### src/rtl/stq_pkg.sv
// ----------------------------------------------------------------------------
// SPI transfer queue package
// Sizes, codes, word types and index helpers shared by the queue logic.
// ----------------------------------------------------------------------------
package stq_pkg;

  localparam int QUEUE_LEN = 8;
  localparam int DATA_LEN  = 16;
  localparam int CHIPS     = 4;

  localparam int SLOT_W = $clog2(QUEUE_LEN);
  localparam int IDX_W  = SLOT_W + 1;
  localparam int POS_W  = (DATA_LEN > 1) ? $clog2(DATA_LEN) : 1;
  localparam int CNT_W  = $clog2(DATA_LEN + 1);
  localparam int ADDR_W = $clog2(QUEUE_LEN * DATA_LEN);
  localparam int DEPTH  = QUEUE_LEN * DATA_LEN;

  typedef enum logic [1:0] {
    ACT_LOAD  = 2'd0,
    ACT_READY = 2'd1,
    ACT_RECV  = 2'd2
  } action_t;

  typedef enum logic [1:0] {
    STAT_OK      = 2'd0,
    STAT_FULL    = 2'd1,
    STAT_LONG    = 2'd2,
    STAT_RX_IDLE = 2'd3
  } stat_t;

  typedef enum logic [1:0] {
    FSM_IDLE,
    FSM_START,
    FSM_SEND,
    FSM_REPLY
  } fsm_t;

  typedef struct packed {
    action_t    action;
    logic [1:0] chip;
    logic [7:0] data_byte;
    logic       last;
    logic       want_reply;
  } in_word_t;

  typedef struct packed {
    stat_t      status;
    logic       select_valid;
    logic [1:0] select_chip;
    logic       send_valid;
    logic [7:0] send_byte;
    logic       release_valid;
    logic       reply_valid;
    logic [7:0] reply_byte;
    logic       reply_last;
  } out_word_t;

  typedef struct packed {
    logic             reply;
    logic [1:0]       chip;
    logic [POS_W-1:0] len_m1;
  } slot_info_t;

  function automatic logic [IDX_W-1:0] idx_inc(input logic [IDX_W-1:0] idx);
    return (idx == IDX_W'(2 * QUEUE_LEN - 1)) ? '0 : idx + IDX_W'(1);
  endfunction

  function automatic logic [SLOT_W-1:0] idx_slot(input logic [IDX_W-1:0] idx);
    logic [IDX_W-1:0] s;
    s = (idx >= IDX_W'(QUEUE_LEN)) ? idx - IDX_W'(QUEUE_LEN) : idx;
    return s[SLOT_W-1:0];
  endfunction

  function automatic logic [ADDR_W-1:0] byte_addr(input logic [SLOT_W-1:0] slot,
                                                  input logic [POS_W-1:0]  pos);
    return ADDR_W'(slot) * ADDR_W'(DATA_LEN) + ADDR_W'(pos);
  endfunction

  function automatic logic [1:0] chip_wrap(input logic [1:0] c);
    logic [3:0] v;
    v = {2'b00, c};
    for (int i = 0; i < 3; i++) begin
      if (v >= 4'(CHIPS)) begin
        v = v - 4'(CHIPS);
      end
    end
    return v[1:0];
  endfunction

endpackage

### src/rtl/spi_transfer_queue.sv
// ----------------------------------------------------------------------------
// SPI transfer queue
// Ring of transfer slots in a byte memory and a slot info memory; loads,
// starts, sends and completes SPI transfers one command word at a time.
// ----------------------------------------------------------------------------
//  channel  ports                  handshake
//  command  start, busy, in_word   taken when start high and busy low
//  result   out_valid, out_word    one-cycle strobe, never stalled
//
//  Load, idle ready, unused codes and receives that start no reply: result next.
//  Ready that sends a byte: a START or SEND state waits on the registered memory read.
//  Completion with reply: REPLY state, one byte memory read per cycle.
//  Reset (rst_n low, synchronous) empties the queue; no clearing pass.
//  The result side cannot stall; each result shows for one cycle.
module spi_transfer_queue
  import stq_pkg::*;
(
  input  logic      clk,
  input  logic      rst_n,
  input  logic      start,
  output logic      busy,
  input  in_word_t  in_word,
  output logic      out_valid,
  output out_word_t out_word
);

  fsm_t             st_r, st_nxt;
  logic [IDX_W-1:0] head_r, head_nxt;
  logic [IDX_W-1:0] tail_r, tail_nxt;
  logic             xfer_busy_r, xfer_busy_nxt;
  logic [SLOT_W-1:0] act_slot_r, act_slot_nxt;
  logic [CNT_W-1:0] act_len_r, act_len_nxt;
  logic [1:0]       act_chip_r, act_chip_nxt;
  logic             act_reply_r, act_reply_nxt;
  logic [CNT_W-1:0] sent_r, sent_nxt;
  logic [CNT_W-1:0] rcvd_r, rcvd_nxt;
  logic [CNT_W-1:0] load_cnt_r, load_cnt_nxt;
  stat_t            load_fault_r, load_fault_nxt;
  logic [CNT_W-1:0] rpl_cnt_r, rpl_cnt_nxt;
  logic             rpl_pend_r, rpl_pend_nxt;
  logic             out_valid_r, out_valid_nxt;
  out_word_t        out_word_r, out_nxt;

  logic [7:0]        byte_mem [DEPTH];
  slot_info_t        info_mem [QUEUE_LEN];
  logic [7:0]        byte_rd_r;
  slot_info_t        info_rd_r;
  logic              byte_we, info_we;
  logic [ADDR_W-1:0] byte_waddr, byte_raddr;
  logic [7:0]        byte_wdata;
  logic [SLOT_W-1:0] info_waddr, info_raddr;
  slot_info_t        info_wdata;

  logic [IDX_W-1:0]  wait_cnt;
  logic [SLOT_W-1:0] head_slot, tail_slot;

  assign wait_cnt  = (tail_r >= head_r) ? tail_r - head_r
                                        : tail_r + IDX_W'(2 * QUEUE_LEN) - head_r;
  assign head_slot = idx_slot(head_r);
  assign tail_slot = idx_slot(tail_r);
  assign busy      = (st_r != FSM_IDLE);
  assign out_valid = out_valid_r;
  assign out_word  = out_word_r;

  always_ff @(posedge clk) begin
    byte_rd_r <= byte_mem[byte_raddr];
    info_rd_r <= info_mem[info_raddr];
    if (byte_we) begin
      byte_mem[byte_waddr] <= byte_wdata;
    end
    if (info_we) begin
      info_mem[info_waddr] <= info_wdata;
    end
  end

  always_ff @(posedge clk) begin
    if (!rst_n) begin
      st_r         <= FSM_IDLE;
      head_r       <= '0;
      tail_r       <= '0;
      xfer_busy_r  <= 1'b0;
      act_slot_r   <= '0;
      act_len_r    <= '0;
      act_chip_r   <= '0;
      act_reply_r  <= 1'b0;
      sent_r       <= '0;
      rcvd_r       <= '0;
      load_cnt_r   <= '0;
      load_fault_r <= STAT_OK;
      rpl_cnt_r    <= '0;
      rpl_pend_r   <= 1'b0;
      out_valid_r  <= 1'b0;
    end else begin
      st_r         <= st_nxt;
      head_r       <= head_nxt;
      tail_r       <= tail_nxt;
      xfer_busy_r  <= xfer_busy_nxt;
      act_slot_r   <= act_slot_nxt;
      act_len_r    <= act_len_nxt;
      act_chip_r   <= act_chip_nxt;
      act_reply_r  <= act_reply_nxt;
      sent_r       <= sent_nxt;
      rcvd_r       <= rcvd_nxt;
      load_cnt_r   <= load_cnt_nxt;
      load_fault_r <= load_fault_nxt;
      rpl_cnt_r    <= rpl_cnt_nxt;
      rpl_pend_r   <= rpl_pend_nxt;
      out_valid_r  <= out_valid_nxt;
    end
  end

  always_ff @(posedge clk) begin
    out_word_r <= out_nxt;
  end

  always_comb begin
    stat_t            fault;
    logic [CNT_W-1:0] rcvd_inc;

    st_nxt         = st_r;
    head_nxt       = head_r;
    tail_nxt       = tail_r;
    xfer_busy_nxt  = xfer_busy_r;
    act_slot_nxt   = act_slot_r;
    act_len_nxt    = act_len_r;
    act_chip_nxt   = act_chip_r;
    act_reply_nxt  = act_reply_r;
    sent_nxt       = sent_r;
    rcvd_nxt       = rcvd_r;
    load_cnt_nxt   = load_cnt_r;
    load_fault_nxt = load_fault_r;
    rpl_cnt_nxt    = rpl_cnt_r;
    rpl_pend_nxt   = rpl_pend_r;
    out_valid_nxt  = 1'b0;
    out_nxt        = '0;
    out_nxt.status = STAT_OK;

    byte_we           = 1'b0;
    byte_waddr        = byte_addr(tail_slot, load_cnt_r[POS_W-1:0]);
    byte_wdata        = in_word.data_byte;
    byte_raddr        = byte_addr(act_slot_r, sent_r[POS_W-1:0]);
    info_we           = 1'b0;
    info_waddr        = tail_slot;
    info_wdata.reply  = in_word.want_reply;
    info_wdata.chip   = chip_wrap(in_word.chip);
    info_wdata.len_m1 = load_cnt_r[POS_W-1:0];
    info_raddr        = head_slot;

    fault    = load_fault_r;
    rcvd_inc = rcvd_r;

    unique case (st_r)
      FSM_IDLE: begin
        if (start) begin
          unique case (in_word.action)
            ACT_LOAD: begin
              if (load_cnt_r == '0 && fault == STAT_OK &&
                  wait_cnt >= IDX_W'(QUEUE_LEN - 2)) begin
                fault = STAT_FULL;
              end
              if (fault == STAT_OK) begin
                if (load_cnt_r >= CNT_W'(DATA_LEN)) begin
                  fault = STAT_LONG;
                end else begin
                  byte_we      = 1'b1;
                  load_cnt_nxt = load_cnt_r + CNT_W'(1);
                end
              end
              load_fault_nxt = fault;
              out_valid_nxt  = 1'b1;
              out_nxt.status = fault;
              if (in_word.last) begin
                if (fault == STAT_OK) begin
                  info_we  = 1'b1;
                  tail_nxt = idx_inc(tail_r);
                end
                load_cnt_nxt   = '0;
                load_fault_nxt = STAT_OK;
              end
            end
            ACT_READY: begin
              if (!xfer_busy_r && wait_cnt != '0) begin
                head_nxt      = idx_inc(head_r);
                act_slot_nxt  = head_slot;
                xfer_busy_nxt = 1'b1;
                sent_nxt      = '0;
                rcvd_nxt      = '0;
                byte_raddr    = byte_addr(head_slot, '0);
                st_nxt        = FSM_START;
              end else if (xfer_busy_r && sent_r < act_len_r) begin
                st_nxt = FSM_SEND;
              end else begin
                out_valid_nxt = 1'b1;
              end
            end
            ACT_RECV: begin
              if (!xfer_busy_r) begin
                out_valid_nxt  = 1'b1;
                out_nxt.status = STAT_RX_IDLE;
              end else begin
                if (rcvd_r < act_len_r) begin
                  byte_we    = 1'b1;
                  byte_waddr = byte_addr(act_slot_r, rcvd_r[POS_W-1:0]);
                  rcvd_inc   = rcvd_r + CNT_W'(1);
                end
                rcvd_nxt = rcvd_inc;
                if (rcvd_inc >= act_len_r) begin
                  xfer_busy_nxt = 1'b0;
                  if (act_reply_r) begin
                    rpl_cnt_nxt  = '0;
                    rpl_pend_nxt = 1'b0;
                    st_nxt       = FSM_REPLY;
                  end else begin
                    out_valid_nxt         = 1'b1;
                    out_nxt.release_valid = 1'b1;
                    out_nxt.select_chip   = act_chip_r;
                  end
                end else begin
                  out_valid_nxt = 1'b1;
                end
              end
            end
            default: begin
              out_valid_nxt = 1'b1;
            end
          endcase
        end
      end
      FSM_START: begin
        act_len_nxt          = CNT_W'(info_rd_r.len_m1) + CNT_W'(1);
        act_chip_nxt         = info_rd_r.chip;
        act_reply_nxt        = info_rd_r.reply;
        sent_nxt             = CNT_W'(1);
        out_valid_nxt        = 1'b1;
        out_nxt.select_valid = 1'b1;
        out_nxt.select_chip  = info_rd_r.chip;
        out_nxt.send_valid   = 1'b1;
        out_nxt.send_byte    = byte_rd_r;
        st_nxt               = FSM_IDLE;
      end
      FSM_SEND: begin
        sent_nxt           = sent_r + CNT_W'(1);
        out_valid_nxt      = 1'b1;
        out_nxt.send_valid = 1'b1;
        out_nxt.send_byte  = byte_rd_r;
        st_nxt             = FSM_IDLE;
      end
      FSM_REPLY: begin
        rpl_pend_nxt = 1'b0;
        if (rpl_cnt_r < act_len_r) begin
          byte_raddr   = byte_addr(act_slot_r, rpl_cnt_r[POS_W-1:0]);
          rpl_cnt_nxt  = rpl_cnt_r + CNT_W'(1);
          rpl_pend_nxt = 1'b1;
        end
        if (rpl_pend_r) begin
          out_valid_nxt       = 1'b1;
          out_nxt.reply_valid = 1'b1;
          out_nxt.reply_byte  = byte_rd_r;
          if (rpl_cnt_r == CNT_W'(1)) begin
            out_nxt.release_valid = 1'b1;
            out_nxt.select_chip   = act_chip_r;
          end
          if (rpl_cnt_r == act_len_r) begin
            out_nxt.reply_last = 1'b1;
            st_nxt             = FSM_IDLE;
          end
        end
      end
      default: begin
        st_nxt = FSM_IDLE;
      end
    endcase
  end

  a_wait_bound: assert property (@(posedge clk) disable iff (!rst_n)
    wait_cnt <= IDX_W'(QUEUE_LEN - 2))
    else $error("queue holds more transfers than allowed");

  a_rcvd_bound: assert property (@(posedge clk) disable iff (!rst_n)
    (xfer_busy_r && st_r != FSM_START) |-> rcvd_r < act_len_r)
    else $error("active transfer received past its length");

  a_send_ok: assert property (@(posedge clk) disable iff (!rst_n)
    (st_r == FSM_SEND) |-> (xfer_busy_r && sent_r < act_len_r))
    else $error("send issued without a pending byte");

  a_word_answered: assert property (@(posedge clk) disable iff (!rst_n)
    (start && !busy) |=> (out_valid_r || busy))
    else $error("accepted word produced no result and no work");

  a_reply_out: assert property (@(posedge clk) disable iff (!rst_n)
    (st_r == FSM_REPLY && rpl_pend_r) |=> (out_valid_r && out_word_r.reply_valid))
    else $error("reply byte read but not delivered");

endmodule

### config.mk
export PLATFORM = sky130hd
export DESIGN_NAME = spi_transfer_queue
export DESIGN_NICKNAME = d
export VERILOG_FILES = /design/src/rtl/stq_pkg.sv /design/src/rtl/spi_transfer_queue.sv
export SDC_FILE = /design/constraint.sdc
export NUM_CORES = 1
export LEC_CHECK = 0
export ABC_AREA = 1
export BUFFER_PORTS_ARGS = -buffer_cell sky130_fd_sc_hd__buf_4
export CAP_MARGIN = 20
export CORE_UTILIZATION = 45
export DETAILED_ROUTE_END_ITERATION = 6
export SETUP_SLACK_MARGIN = 0.05
export SLEW_MARGIN = 20
export SYNTH_ARGS = -nofsm -noshare
export SYNTH_HDL_FRONTEND = slang
export SYNTH_SLANG_ARGS = --single-unit
### constraint.sdc
create_clock -name clk -period 9 [get_ports clk]
set_input_delay 2.25 -clock clk [delete_from_list [all_inputs] [get_ports clk]]
set_output_delay 2.25 -clock clk [all_outputs]
set_load 0.05 [all_outputs]
==> impl_metrics.toml <==
[pwr]
vdd_ir_drop_max_uv = 347
p_clk_share_pct = 33.5
leakagePower_uw = 0.0215
p_int_uw = 9890
switchingPower_uw = 4790
p_seq_share_pct = 41.4
power.total_uw = 14700
p_sw_share_pct = 32.6
power_density_nw_per_um2 = 257
p_comb_share_pct = 25.0

[synthesis]
yosysTopAreaCellShare_pct = 62.4
synth.most_common_cell = "edfxtp_1"
synthFlopType = "edfxtp_1"
ys_warn_count = 0
synth_commonest_cells = "1,080 x edfxtp_1, 1,066 x nand3_1, 802 x nand2_1"
async_reset_ff_share_pct = 0
ys_seq_area_share_pct = 65.8
synthTopCellsByArea = "edfxtp_1 62%, nand3_1 10%, nand2_1 5.8%"
synth.cell_area_um2 = 51900
synth_nets = 4895
netlist_instances = 4838
synth.distinct_cells = 47
ys_ff_latch = 1166
syn-mean-instance-area_um2 = 10.7
synth_top_area_cell = "edfxtp_1"
synth_edf_count = 1080

[run_status]
status = "completed"

[clock_network]
postCtsHoldBufs = 0
clk_pin_slew_worst_paths_ns = 0.06
cts_buffer_depth = 3
cts-root-buf = "clkbuf_16"
htree_levels = 3
cts_setup_buffers = 0
clk_latency_ns = 0.73
cts_buffers = 121
postCtsResizedCells = 0
numClockSinks = 1166
cts_tree = "done"

[global_routing]
grt_pass1_vias = 33500
grt_pass1_wl_um = 208000
gr-total-overflow = 0
grt_usage_pct = 23.5
grt_max_degree = 168
antenna_found_initial = 0

[setup_path]
cp.depth = 22
arrival_ns = 6.25
crit-reg2reg-launch = "head_r[1]"
required_ns = 9.62
cp_slowest_stage_delay_ns = 0.86
cp_top_family = "simple AND/OR/NAND/NOR gates"
critPathBufInv = 2
startpoint = "head_r[1]"
crit_path_cell_trace = "inv_1, ha_1, nand2_1, nand2_1, nand2_1, nand2_1, nand3_2, nand2_2, nand2_2, nand2_4, nand2_8, nand2_8, buf_4, nand2_1, nand3_1, nand3_1, nand3_1, nand3_1, nand3_1, nand2_1, nand2_1, nand2_1"
worstPathMaxFanout = 101
crit_top_cell = "nand2_1"
reg2reg_depth = 22
path_class = "flop to flop"
reg2reg_to = "byte_rd_r[4]"
r2r_setup_slack_ns = 3.37
crit_path_end = "byte_rd_r[4]"
slowest_stage = "dfxtp_1"
cp-end-kind = "flop"
cp-start-kind = "flop"

[floorplanning]
die_x_um = 342
dieArea_um2 = 117000
num_rows = 124
pin_count = 44
fp.coreArea_um2 = 114000
die_h_um = 342
start_util_pct = 45.4

[cells_and_area]
fillCellCount = 10200
final_nets = 4808
fin_cells = 6367
diodes = 0
drive_gt1_share_pct = 5.97
fin_util_pct = 49.9
syn2layout_area_growth_pct = 9.89

[sta]
min_period_ns = 5.63
finalSetupViolCount = 0
rsz0062_at_grt = "no"
slew_headroom_pct = 29.8
max_freq_mhz = 178
fin_hold_ws_ns = 0.460
clock_skew_ns = 0.0415
final.setup.tns_ns = 0
final_hold_viol_count = 0
tightest_slew_ns = 1.05
fin_crit_sh_pct = 62.5
slew_viol_final = 0

[detailed_routing]
drt_iter0_drc = 3730
finalWirelength_um = 138000
drtPass1Iterations = 5
wl_per_cell_um = 21.6
ant_nets = 0
route.detailed.drc = 0
via_per_inst = 5.50
route.vias.total = 35000

[placed_design]
dp.cells = 6140
io_buffers = 43
dp_hpwl_um = 75500
gp_congestion = 0.832

[hold_path]
hp-class = "flop to flop"
hold-path-cell-count = 2

[run]
drv_cap = 0
-- per-stage QoR --
stage / cell area (µm²) / setup slack [ns]
final: 57100 / 3.37
after global placement: 53200 / 2.80
after detailed placement: 53200 / 2.81
after floorplan: 51900 / 4.44
after CTS: 57100 / 3.40
after global routing: 57100 / 3.02
-- sequential cells by signal, summed over array words and instances (netlist names), 2 cells and up --
name and count:
byte_mem 1024, info_mem 56, out_word 25, byte_rd_r 8, info_rd_r 7, act_len_r 5, load_cnt_r 5, rcvd_r 5
rpl_cnt_r 5, sent_r 5, head_r 4, tail_r 4, act_slot_r 3, act_chip_r 2, load_fault_r 2, st_r 2
-- worst reg2reg max path, cell delays in order, from the launching register on --
cell and delay, ns:
dfxtp_1 0.86, inv_1 0.59, ha_1 0.47, nand2_1 0.05, nand2_1 0.07, nand2_1 0.05, nand2_1 0.08, nand3_2 0.11
nand2_2 0.12, nand2_2 0.11, nand2_4 0.17, nand2_8 0.25, nand2_8 0.71, buf_4 0.74, nand2_1 0.17, nand3_1 0.12
nand3_1 0.13, nand3_1 0.11, nand3_1 0.12, nand3_1 0.25, nand2_1 0.12, nand2_1 0.09, nand2_1 0.06
-- cells by family after synthesis --
group	count (synthesis)	synth area share, %
simple gates	2524	23.7
flops	1166	65.8
buf+inv	940	7.62
compound gates	161	1.78
fa+ha+maj	40	0.978
xor+xnor	7	0.118
-- worst min path at each step --
stage / startpoint / to
5_1_grt: load_fault_r[0] / load_fault_r[0]
6_report: load_fault_r[0] / load_fault_r[0]
2_1_floorplan: byte_rd_r[0] / out_word[1]
4_1_cts: load_fault_r[0] / load_fault_r[0]
3_5_place_dp: load_fault_r[0] / load_fault_r[0]
3_3_place_gp: load_fault_r[0] / load_fault_r[0]
-- placed cells by master (no fill, tap or decap), types with 6 or more instances in the layout --
master	netlist	final
o21ai_0	66	66
xor2_1	6	6
o211ai_1	13	13
ha_1	39	39
nand3_1	1066	1066
nor2_1	239	239
nand2_1	802	798
clkbuf_16	0	123
clkbuf_1	42	27
a31oi_1	11	11
buf_12	0	10
inv_1	637	636
dfxtp_1	86	86
bufinv_16	0	9
nand2_2	3	7
clkbuf_8	0	11
buf_4	20	72
a21oi_1	42	42
buf_6	13	8
clkinv_2	0	20
edfxtp_1	1080	1080
o22ai_1	9	9
clkinv_1	1	27
nor3_1	19	17
nand3b_1	378	378
-- metal layers --
layer  track usage, %  share of wire [%]  up-vias
met5                0                  0        -
met1             33.5                 44    17100
met3             3.10                6.7      215
li1                 -                  -    16400
met2             37.7                 47     1257
met4             6.44                2.6        0
-- power groups by stage --
stage | sequential [µW] | clock [µW] | combinational [µW]
after detailed placement | 6190 | 0 | 3660
after global placement | 6190 | 0 | 3620
after CTS | 6080 | 4990 | 3670
final | 6080 | 4920 | 3670
after floorplan | 6230 | 0 | 2630
after global routing | 6080 | 5180 | 4080
-- cell type report --
cell class | count | area (µm²) | share of cell area, %
Clock buffer | 165 | 3350 | 5.87
Sequential cell | 1166 | 34200 | 59.8
Clock inverter | 62 | 554 | 0.971
Tap cell | 1512 | 1890 | 3.31
Multi-Input combinational cell | 2732 | 13900 | 24.3
Inverter | 640 | 2400 | 4.21
Timing Repair Buffer | 90 | 831 | 1.46
No activity file was read; power rests on OpenSTA's default activity.
